File: src/hdl/assert_macros.svh
// Assertion macros shared by the RTL of the multipop stack block.
// Depends on nothing; each file that asserts includes it by name.
`ifndef ASSERT_MACROS_SVH
`define ASSERT_MACROS_SVH

`ifndef SYNTHESIS

// Checked at every rising edge while reset is released.
`define ASSERT_CLKD(label, prop, msg) \
  label: assert property (@(posedge clk) disable iff (!rst_n) (prop)) else $error(msg);

// Checked at every rising edge, during reset as well.
`define ASSERT_ALWAYS(label, prop, msg) \
  label: assert property (@(posedge clk) (prop)) else $error(msg);

`else

`define ASSERT_CLKD(label, prop, msg)
`define ASSERT_ALWAYS(label, prop, msg)

`endif

`endif

File: src/hdl/mpst_pkg.sv
// Types and constants of the multipop stack with cost tracking.
// Has no dependencies; used by multipop_stack_cost_tracker.
package mpst_pkg;

  localparam int unsigned VAL_W = 32;
  localparam int unsigned CNT_W = 8;
  localparam int unsigned POT_W = 5;

  localparam logic [1:0] OP_PUSH     = 2'd0;
  localparam logic [1:0] OP_MULTIPOP = 2'd1;
  localparam logic [1:0] OP_DUMP     = 2'd2;

  localparam logic [1:0] ST_OK        = 2'd0;
  localparam logic [1:0] ST_OVERFLOW  = 2'd1;
  localparam logic [1:0] ST_UNDERFLOW = 2'd2;

  localparam logic [31:0] SUM_MAX = 32'hFFFF_FFFF;

  typedef enum logic [1:0] {
    S_IDLE,
    S_READ,
    S_EMIT
  } mpst_state_t;

  typedef struct packed {
    logic [1:0]              opcode;
    logic signed [VAL_W-1:0] push_value;
    logic [CNT_W-1:0]        pop_count;
  } in_item_t;

  typedef struct packed {
    logic [1:0]              status;
    logic                    has_data;
    logic signed [VAL_W-1:0] data_value;
    logic                    last;
    logic [POT_W-1:0]        potential;
    logic [31:0]             amortized_total;
    logic [31:0]             actual_total;
  } out_item_t;

endpackage

File: src/hdl/multipop_stack_cost_tracker.sv
// Multipop stack with cost tracking: bounded LIFO, push, multipop and dump.
// Depends on mpst_pkg and assert_macros.svh.
//
// Usage:
//   The input channel (in_valid, in_ready, in_data) takes one operation per
//   transaction: push a value, pop up to pop_count values, or dump the whole
//   stack from top to bottom. The result channel (out_valid, out_ready,
//   out_data) returns one transaction per popped or dumped element, or a
//   single status transaction for a push, an ignored opcode, a zero count or
//   an overflow/underflow. The final result of an operation has last set.
//   A push or single-status operation is accepted and its result
//   registered in the same cycle, so it shows on out_valid in the next
//   cycle. Multipop and dump run a sequencer over the stack memory, whose
//   registered read port sets the pace: each element is read in S_READ
//   and emitted in S_EMIT, for up to STACK_DEPTH elements per operation.
//   The block takes one operation at a time and lowers in_ready until the
//   last result has been loaded.
//   When the receiver stalls, the output register holds its transaction
//   and the sequencer waits; nothing is lost or repeated.
//   Reset (synchronous, active low) empties the stack and clears both cost
//   totals; stack memory contents are not cleared.
module multipop_stack_cost_tracker
  import mpst_pkg::*;
#(
  parameter int unsigned STACK_DEPTH = 16
) (
  input  logic      clk,
  input  logic      rst_n,
  input  logic      in_valid,
  output logic      in_ready,
  input  in_item_t  in_data,
  output logic      out_valid,
  input  logic      out_ready,
  output out_item_t out_data
);

`include "assert_macros.svh"

  localparam int unsigned AW = (STACK_DEPTH > 1) ? $clog2(STACK_DEPTH) : 1;
  localparam int unsigned DW = $clog2(STACK_DEPTH + 1);
  localparam logic [DW-1:0] DEPTH_FULL = DW'(STACK_DEPTH);

  mpst_state_t state_r, state_nxt;
  logic [DW-1:0] depth_r, depth_nxt;
  logic [DW-1:0] rem_r, rem_nxt;
  logic [AW-1:0] ptr_r, ptr_nxt;
  logic          pop_mode_r, pop_mode_nxt;
  logic [31:0]   amort_r, amort_nxt;
  logic [31:0]   actual_r, actual_nxt;
  logic          out_valid_r, out_valid_nxt;
  out_item_t     out_r, out_nxt;

  logic [VAL_W-1:0] mem [STACK_DEPTH];
  logic [VAL_W-1:0] rdata_r;
  logic             mem_we;
  logic             out_free;
  logic [DW-1:0]    pop_k;

  function automatic logic [31:0] sat_add(input logic [31:0] a, input logic [1:0] inc);
    logic [31:0] inc_w;
    inc_w = 32'(inc);
    return (a > (SUM_MAX - inc_w)) ? SUM_MAX : a + inc_w;
  endfunction

  assign out_free = !out_valid_r || out_ready;
  assign pop_k    = (9'(in_data.pop_count) < 9'(depth_r)) ? DW'(in_data.pop_count) : depth_r;

  // Stack memory: one write port for pushes, one registered read port
  // addressed by the element pointer.
  always_ff @(posedge clk) begin
    if (mem_we) begin
      mem[depth_r[AW-1:0]] <= in_data.push_value;
    end
    rdata_r <= mem[ptr_r];
  end

  always_ff @(posedge clk) begin
    if (!rst_n) begin
      state_r     <= S_IDLE;
      depth_r     <= '0;
      rem_r       <= '0;
      ptr_r       <= '0;
      pop_mode_r  <= 1'b0;
      amort_r     <= '0;
      actual_r    <= '0;
      out_valid_r <= 1'b0;
    end else begin
      state_r     <= state_nxt;
      depth_r     <= depth_nxt;
      rem_r       <= rem_nxt;
      ptr_r       <= ptr_nxt;
      pop_mode_r  <= pop_mode_nxt;
      amort_r     <= amort_nxt;
      actual_r    <= actual_nxt;
      out_valid_r <= out_valid_nxt;
    end
  end

  always_ff @(posedge clk) begin
    out_r <= out_nxt;
  end

  always_comb begin
    state_nxt     = state_r;
    depth_nxt     = depth_r;
    rem_nxt       = rem_r;
    ptr_nxt       = ptr_r;
    pop_mode_nxt  = pop_mode_r;
    amort_nxt     = amort_r;
    actual_nxt    = actual_r;
    out_valid_nxt = out_valid_r && !out_ready;
    out_nxt       = out_r;
    mem_we        = 1'b0;
    in_ready      = 1'b0;

    unique case (state_r)
      S_IDLE: begin
        in_ready = out_free;
        if (in_valid && out_free) begin
          out_nxt.status     = ST_OK;
          out_nxt.has_data   = 1'b0;
          out_nxt.data_value = '0;
          out_nxt.last       = 1'b1;
          out_valid_nxt      = 1'b1;
          unique case (in_data.opcode)
            OP_PUSH: begin
              if (depth_r == DEPTH_FULL) begin
                out_nxt.status = ST_OVERFLOW;
              end else begin
                mem_we     = 1'b1;
                depth_nxt  = depth_r + 1'b1;
                amort_nxt  = sat_add(amort_r, 2'd2);
                actual_nxt = sat_add(actual_r, 2'd1);
              end
            end
            OP_MULTIPOP, OP_DUMP: begin
              if (depth_r == '0) begin
                out_nxt.status = ST_UNDERFLOW;
              end else if (in_data.opcode == OP_MULTIPOP && pop_k == '0) begin
                out_nxt.status = ST_OK;
              end else begin
                // Elements go out from the sequencer; nothing is loaded now.
                out_valid_nxt = out_valid_r && !out_ready;
                out_nxt       = out_r;
                pop_mode_nxt  = (in_data.opcode == OP_MULTIPOP);
                rem_nxt       = (in_data.opcode == OP_MULTIPOP) ? pop_k : depth_r;
                ptr_nxt       = AW'(depth_r - 1'b1);
                state_nxt     = S_READ;
              end
            end
            default: begin
              out_nxt.status = ST_OK;
            end
          endcase
          if (state_nxt == S_IDLE) begin
            out_nxt.potential       = POT_W'(depth_nxt);
            out_nxt.amortized_total = amort_nxt;
            out_nxt.actual_total    = actual_nxt;
          end
        end
      end

      S_READ: begin
        state_nxt = S_EMIT;
      end

      S_EMIT: begin
        if (out_free) begin
          if (pop_mode_r) begin
            depth_nxt  = depth_r - 1'b1;
            actual_nxt = sat_add(actual_r, 2'd1);
          end
          out_valid_nxt           = 1'b1;
          out_nxt.status          = ST_OK;
          out_nxt.has_data        = 1'b1;
          out_nxt.data_value      = rdata_r;
          out_nxt.last            = (rem_r == DW'(1));
          out_nxt.potential       = POT_W'(depth_nxt);
          out_nxt.amortized_total = amort_r;
          out_nxt.actual_total    = actual_nxt;
          rem_nxt                 = rem_r - 1'b1;
          ptr_nxt                 = ptr_r - 1'b1;
          state_nxt               = (rem_r == DW'(1)) ? S_IDLE : S_READ;
        end
      end

      default: begin
        state_nxt = S_IDLE;
      end
    endcase
  end

  assign out_valid = out_valid_r;
  assign out_data  = out_r;

  `ASSERT_CLKD(a_depth_bound, depth_r <= DEPTH_FULL, "stack depth beyond capacity")
  `ASSERT_CLKD(a_busy_has_work, (state_r != S_IDLE) |-> (rem_r != '0), "sequencer busy with no elements left")
  `ASSERT_CLKD(a_data_status_ok, (out_valid_r && out_r.has_data) |-> (out_r.status == ST_OK), "element delivered with error status")
  `ASSERT_CLKD(a_actual_monotonic, $past(rst_n) |-> (actual_r >= $past(actual_r)), "actual cost total decreased")
  `ASSERT_CLKD(a_pop_shrinks, (state_r == S_EMIT && out_free && pop_mode_r) |=> (depth_r == $past(depth_r) - 1'b1), "popped element did not reduce depth")
  `ASSERT_ALWAYS(a_reset_idle, !rst_n |=> (state_r == S_IDLE && !out_valid_r), "block not idle after reset")

endmodule
File: config.mk
export PLATFORM = sky130hd
export DESIGN_NAME = multipop_stack_cost_tracker
export DESIGN_NICKNAME = d
export VERILOG_FILES = /design/src/hdl/mpst_pkg.sv /design/src/hdl/multipop_stack_cost_tracker.sv
export VERILOG_INCLUDE_DIRS = /design/src /design/src/hdl
export SDC_FILE = /design/constraint.sdc
export NUM_CORES = 1
export LEC_CHECK = 0
export BUFFER_PORTS_ARGS = -buffer_cell sky130_fd_sc_hd__buf_2
export CAP_MARGIN = 10
export CORE_ASPECT_RATIO = 0.9
export CORE_MARGIN = 2
export CORE_UTILIZATION = 54
export DETAILED_ROUTE_END_ITERATION = 7
export HOLD_SLACK_MARGIN = 0.15
export PLACE_DENSITY = 0.74
export SETUP_SLACK_MARGIN = 0.05
export SLEW_MARGIN = 20
export SYNTH_ARGS = -nofsm -noshare
export SYNTH_HDL_FRONTEND = slang
export SYNTH_SLANG_ARGS = --single-unit
File: constraint.sdc
create_clock -name clk -period 5 [get_ports clk]
set_clock_uncertainty 0.15 [all_clocks]
set_input_delay 0.25 -clock clk [delete_from_list [all_inputs] [get_ports clk]]
set_output_delay 0.25 -clock clk [all_outputs]
set_load 0.02 [all_outputs]
## Yosys cells after proc, flatten, opt, wreduce, memory -nomap -nowiden

Memory sizes are Yosys's and may differ from the RTL's. A register that Yosys moved wholly into a read port is not among the register bits.
Index checks and enable logic that the tools add are counted.

| storage, ports and cells | value |
|---|---|
| latch bits | 0 |
| RAM bits | 512 |
| input port bits | 46 |
| bits in read-only memories | 0 |
| register bits | 187 |
| memories kept | 1 |
| output and inout port bits | 107 |
| word-level logic and storage cells | 123 |

Memory list:

| memory | words | bits a word | rd ports | clocked after Yosys merged registers in | wr ports | line | text |
|---|---|---|---|---|---|---|---|
| mem | 16 | 32 | 1 | 1 | 1 | multipop_stack_cost_tracker.sv:53 | `logic [VAL_W-1:0] mem [STACK_DEPTH];` |

| operators by class | value |
|---|---|
| equality and inequality tests | 13 |
| add/subtract/negate cells | 6 |
| multiplexer cells | 63 |
| $lt $le $gt $ge | 3 |
| bitwise operators | 2 |
| reductions and logical operators | 20 |
| multipliers | 0 |
| div/mod/pow operators | 0 |
| shifts and indexed selects | 0 |

Operators by type and width:

| kind | number |
|---|---|
| 103-bit 2-to-1 mux | 3 |
| 32-bit 2-to-1 mux | 9 |
| 105-bit 2-to-1 mux | 2 |
| 105-bit one-hot mux with 2 select lines | 1 |
| 69-bit 2-to-1 mux | 1 |
| 32-bit > comparator (second input constant) | 2 |
| 32-bit one-hot mux with 2 select lines | 1 |
| 5-bit 2-to-1 mux | 12 |
| 32-bit by 1-bit adder with 32-bit output (second input constant) | 1 |
| 32-bit by 2-bit adder with 32-bit output (second input constant) | 1 |
| 4-bit 2-to-1 mux | 5 |
| 5-bit one-hot mux with 2 select lines | 2 |
| 2-bit 2-to-1 mux | 9 |
| 1-bit 2-to-1 mux | 14 |
| 5-bit zero test | 2 |
| 2-bit inequality test (second input constant) | 5 |
| 5-bit by 1-bit subtractor with 5-bit output (second input constant) | 2 |
| 8-bit by 5-bit < comparator with 1-bit output | 1 |
| 4-bit one-hot mux with 2 select lines | 1 |
| 4-bit AND reduction | 2 |
| 2-bit zero test | 3 |
| 2-bit one-hot mux with 3 select lines | 1 |
| 6-bit AND reduction | 1 |
| 5-bit by 1-bit adder with 5-bit output (second input constant) | 1 |
| 18 further kinds | 25 |

## Longest topological paths before layout

| logic depth | value |
|---|---|
| depth after elaboration | 13 |
| depth in mapped cells | 12 |
| gate-level depth less buffers | 8 |

## Worst setup path after synthesis

Ideal clock, no wire load.

| timing path | value |
|---|---|
| path kind | flip-flop to flip-flop |
| start | register depth_r[0] |
| end | register out_r (netlist bit out_data[0]) (enable) |
| path slack | -0.406 ns |
| cell stages (with the launch flop) | 11 |
| required time | 4.354 ns |
| arrival | 4.759 ns |
| clock period less this slack | 5.406 ns |
| setup time | 0.496 ns |
| cells stage by stage | dfxtp_1 -> buf_2 -> inv_1 -> ha_1 -> buf_2 -> or4b_4 -> o211ai_1 -> a211oi_1 -> a21oi_1 -> nor2_1 -> nor2_1 |

| between the ends | value |
|---|---|
| word-level cells in the longest chain between the ends | 12 |
| elaborated cells between the ends (all ways) | 13 |
| those cells by class | 1 x order compare; 1 x eq/ne; 6 x mux; 5 x reduce/logical |

Ends and longest elaborated chain:

| item | line | text |
|---|---|---|
| start, declared | multipop_stack_cost_tracker.sv:44 | `logic [DW-1:0] depth_r, depth_nxt;` |
| start signal, assigned | multipop_stack_cost_tracker.sv:89 | `depth_r <= depth_nxt;` |
| 8-bit by 5-bit < comparator with 1-bit output | multipop_stack_cost_tracker.sv:66 | `assign pop_k = (9'(in_data.pop_count) < 9'(depth_r)) ? DW'(in_data.pop_count) : depth_r;` |
| 5-bit 2-to-1 mux | multipop_stack_cost_tracker.sv:66 |  |
| 5-bit zero test | multipop_stack_cost_tracker.sv:139 | `end else if (in_data.opcode == OP_MULTIPOP && pop_k == '0) begin` |
| 1-bit logical AND | multipop_stack_cost_tracker.sv:139 |  |
| 2-bit 2-to-1 mux | multipop_stack_cost_tracker.sv:139 |  |
| 2-bit 2-to-1 mux (*) | multipop_stack_cost_tracker.sv:137 | `if (depth_r == '0) begin` |
| 2-bit 2-to-1 mux (*) | multipop_stack_cost_tracker.sv:125 | `unique case (in_data.opcode)` |
| 2-bit 2-to-1 mux (*) | multipop_stack_cost_tracker.sv:119 | `if (in_valid && out_free) begin` |
| 2-bit 2-to-1 mux (*) | multipop_stack_cost_tracker.sv:116 | `unique case (state_r)` |
| 2-bit zero test (*) | multipop_stack_cost_tracker.sv:155 | `if (state_nxt == S_IDLE) begin` |
| 2-bit inequality test (no line) (*) | - |  |
| 4-bit AND reduction (no line) (*) | - |  |
| end signal, assigned | multipop_stack_cost_tracker.sv:100 | `out_r <= out_nxt;` |
| end, declared | multipop_stack_cost_tracker.sv:51 | `out_item_t out_r, out_nxt;` |

Every way passes the cells marked *; elsewhere a longest branch is shown, timed or not. The select of a mux whose other input is x is not followed.
A chain may end at the register's enable or synchronous reset.

## Final worst setup path

| timing path | value |
|---|---|
| start | register depth_r[0] |
| end | memory mem[10][20] (enable) |

| between the ends | value |
|---|---|
| word-level cells in the longest chain between the ends | 7 |

Ends and longest elaborated chain:

| item | line | text |
|---|---|---|
| 5-bit equality test | multipop_stack_cost_tracker.sv:127 | `if (depth_r == DEPTH_FULL) begin` |
| 1-bit 2-to-1 mux | multipop_stack_cost_tracker.sv:127 |  |
| 1-bit 2-to-1 mux | multipop_stack_cost_tracker.sv:125 |  |
| 1-bit 2-to-1 mux | multipop_stack_cost_tracker.sv:119 |  |
| 1-bit 2-to-1 mux | multipop_stack_cost_tracker.sv:116 |  |
| 1-bit 2-to-1 mux | multipop_stack_cost_tracker.sv:71 | `if (mem_we) begin` |
| 1-bit 2-to-1 mux (not written as such) | multipop_stack_cost_tracker.sv:72 | `mem[depth_r[AW-1:0]] <= in_data.push_value;` |
| end, declared | multipop_stack_cost_tracker.sv:53 |  |

Parallel ways exist; a longest one is shown, timed or not.

==> run_results.csv <==
group,metric,value,unit
outcome,outcome,"finished clean",
floorplan,core_area,54100,um^2
worst_setup_path,rr_startpoint,"depth_r[0]$_SDFFE_PN0P_",
layout,final_nets,1953,
worst_setup_path,cp_cell_sequence,"inv_1, ha_1, nand4bb_4, nand2_1, nor2_1, nand2_1, nor2_1, and2_2",
worst_setup_path,crit_path_start_kind,"flip-flop",
global_routing,grt_pass1_vias,16500,
timing,rsz0062_at_grt,"false",
worst_setup_path,path_delay_family,"simple AND/OR/NAND/NOR gates",
synth,synth_edf_count,617,
worst_setup_path,worstSetupEndpointType,"flip-flop",
floorplan,die_x,250,um
power_and_ir_drop,clockPowerShare,42.7,%
synth,ys_seq_area_share,70.6,%
clock_tree,postCtsSetupRepairBufs,0,
power_and_ir_drop,power_frac_seq,52.4,%
global_routing,grt.total_usage,23.3,%
floorplan,initial_core_util,54.4,%
layout,multi_input_area,8110,um^2
timing,min_period,3.78,ns
timing,relSlewSlack,24.3,%
power_and_ir_drop,p_leak,11.0,nW
clock_tree,clk_pin_slew,0.06,ns
clock_tree,post_cts_resized,0,
floorplan,io_pins,153,
clock_tree,cts_sinks,731,
power_and_ir_drop,power_switching,2.78,mW
floorplan,rows,81,
global_routing,grtUsageMet1,32.3,%
layout,layout-drive-gt1-share,26.2,%
synth,synth_seq_cells,731,
routing,detail-route-antenna-nets,0,
timing,holdWs,0.225,ns
worst_setup_path,crit_buf_inv,1,
min_path,min_from,"in_data[40]",
place,placed_area,30800,um^2
routing,vias_per_cell,6.23,
layout,seqCellArea,20800,um^2
routing,vias,16500,
flow_run,max_cap_violations,0,
routing,wl,64.5,mm
global_routing,grt-ovfl-total,0,
worst_setup_path,crit_required,5.08,ns
synth,synth_ff_type,"edfxtp_1",
synth,syn-instance-count,1707,
synth,ys_types,88,
clock_tree,htreeDepth,3,
synth,yosysTopAreaCellShare,62.9,%
clock_tree,clkLatencyLatePin,0.62,ns
place,place.gp.congestion,0.884,
place,io_buffers,152,
worst_setup_path,critPathKind,"reg -> reg",
floorplan,die_y,226,um
clock_tree,cts_tree,"built",
power_and_ir_drop,vdd_drop_max,0.000383,V
synth,netlist_area,29500,um^2
timing,finalSetupViolCount,0,
synth,yosysWarnings,0,
clock_tree,cts_buffers,72,
timing,fmax,264,MHz
place,dp_hpwl,36.1,mm
clock_tree,postCtsHoldBufs,44,
routing,detail_route.first_pass.iterations,7,
timing,worst_pin_slew,1.14,ns
min_path,min_path_type,"in -> reg",
routing,wl_per_cell,24.3,um
worst_setup_path,critPathMaxStageDelay,0.86,ns
power_and_ir_drop,p_comb_share,4.9,%
routing,drcViolationCount,0,
synth,yosysTopAreaCell,"edfxtp_1",
global_routing,global_route.usage.met3,3.87,%
layout,design_area,33600,um^2
power_and_ir_drop,swShare,21.5,%
global_routing,globalRouteMet2Util,38.7,%
floorplan,dieArea,56400,um^2
worst_setup_path,cp_data_arrival_time,3.86,ns
timing,tns,0,ns
synth,synth_area_leaders,"edfxtp_1, mux4_2, dfxtp_1, a21oi_1, and2_1",
timing,hold_viol_final,0,
global_routing,grt_max_degree,132,
power_and_ir_drop,p_int,10.2,mW
routing,drtIter0Drc,1861,
synth,synthArstFlopShare,0,%
clock_tree,root_buffer,"clkbuf_16",
synth,postSynthAreaPerCell,17.3,um^2
synth,synthMostInstantiatedCell,"edfxtp_1",
layout,diodes,0,
power_and_ir_drop,power_density,385,nW/um^2
global_routing,grt_pass1_wl,99.7,mm
timing,period_share,75.7,%
clock_tree,clockBufferDepth,3,
layout,syn2layout_area_growth,14.2,%
timing,slew_viol_final,0,
synth,yosys-top-cells-count,"edfxtp_1, mux4_2, dfxtp_1",
global_routing,grt.busiest_layer,"met2",
layout,fillers,3791,
global_routing,antenna_found_initial,1,
worst_setup_path,cp_slowest_cell,"and2_2",
synth,syn-num-nets,1770,
worst_setup_path,critPathMaxFanout,32,
worst_setup_path,startpoint,"depth_r[0]$_SDFFE_PN0P_",
-- sequential cells by signal (all words and copies together), names as in the netlist --
name        flops
mem           512
out_data      105
actual_r       32
amort_r        32
rdata_r        32
depth_r         5
rem_r           5
ptr_r           4
state_r         2
out_valid       1
pop_mode_r      1
-- final cells by class --
| class | count | share of cell area (%) |
|---|---|---|
| Timing Repair Buffer | 211 | 4.02 |
| Tap cell | 705 | 2.62 |
| Clock buffer | 89 | 5.67 |
| Inverter | 20 | 0.223 |
| Sequential cell | 731 | 61.9 |
| Multi-Input combinational cell | 854 | 24.1 |
| Clock inverter | 45 | 1.46 |
-- power groups by stage --
stage / clock network, mW / registers (mW) / logic, mW
after global routing: 5.80 / 6.78 / 0.683
after global placement: 0 / 6.90 / 0.598
after detailed placement: 0 / 6.90 / 0.608
after floorplan: 0 / 6.97 / 0.294
after CTS: 5.59 / 6.77 / 0.643
final: 5.52 / 6.77 / 0.638
-- final timing paths --
path / to / slack [ns] / cells past startpoint
min: pop_mode_r$_SDFFE_PN0P_ / 0.22 / 5
max: mem[10][20]$_DFFE_PP_ / 1.22 / 8
min reg2reg: pop_mode_r$_SDFFE_PN0P_ / 0.35 / 2
max reg2reg: mem[10][20]$_DFFE_PP_ / 1.22 / 8
-- cells by family (layout without fill, tap and decap cells) --
| family | Yosys count | after routing | synth area share [%] |
|---|---|---|---|
| flip-flops | 731 | 731 | 70.6 |
| AND/OR/NAND/NOR | 379 | 379 | 7.32 |
| AO/OA/AOI/OAI | 268 | 268 | 6.13 |
| multiplexers | 170 | 170 | 12.6 |
| buffers and inverters | 122 | 365 | 2.01 |
| XOR/XNOR | 20 | 20 | 0.595 |
| adder cells (fa/ha/maj) | 17 | 17 | 0.722 |
-- metal layers --
| metal | up-vias | share of wire [%] |
|---|---|---|
| met2 | 682 | 50 |
| li1 | 7256 | - |
| met3 | 123 | 6.4 |
| met5 | - | 0.020 |
| met4 | 2 | 2.3 |
| met1 | 8473 | 41 |
-- metrics by stage --
stage | cells | power, mW | worst slack, ns | utilization, %
after floorplan | 1707 | 7.26 | 0.744 | -
after global placement | 2477 | 7.50 | 1.42 | 56.9
after detailed placement | 2477 | 7.51 | 1.29 | 56.9
after CTS | 2655 | 13.0 | 1.23 | 62.1
after global routing | 2655 | 13.3 | 0.986 | 62.1
final | 2655 | 12.9 | 1.22 | 62.1
-- worst reg2reg max path, stage by stage (launching register included) --
cell,delay [ns]
dfxtp_1,0.53
inv_1,0.15
ha_1,0.36
nand4bb_4,0.28
nand2_1,0.14
nor2_1,0.50
nand2_1,0.16
nor2_1,0.27
and2_2,0.86
-- placed cells by master (no fill, tap or decap), drive strengths merged, types with 17 or more instances in the layout --
cell type    synthesis  layout
dfxtp              114     114
and3                21      21
nand3               43      43
inv                 19      23
a31oi               22      22
dlygate4sd3          0      44
buf                 54     167
edfxtp             617     617
o21ai               49      49
mux4               160     160
o221a               18      18
nand4               24      24
nor3                28      28
nand2               83      83
ha                  17      17
clkinv               1      29
nor2                67      67
and2                57      57
a21oi               94      94
clkbuf              47      89
(Power assumes the default switching activity.)
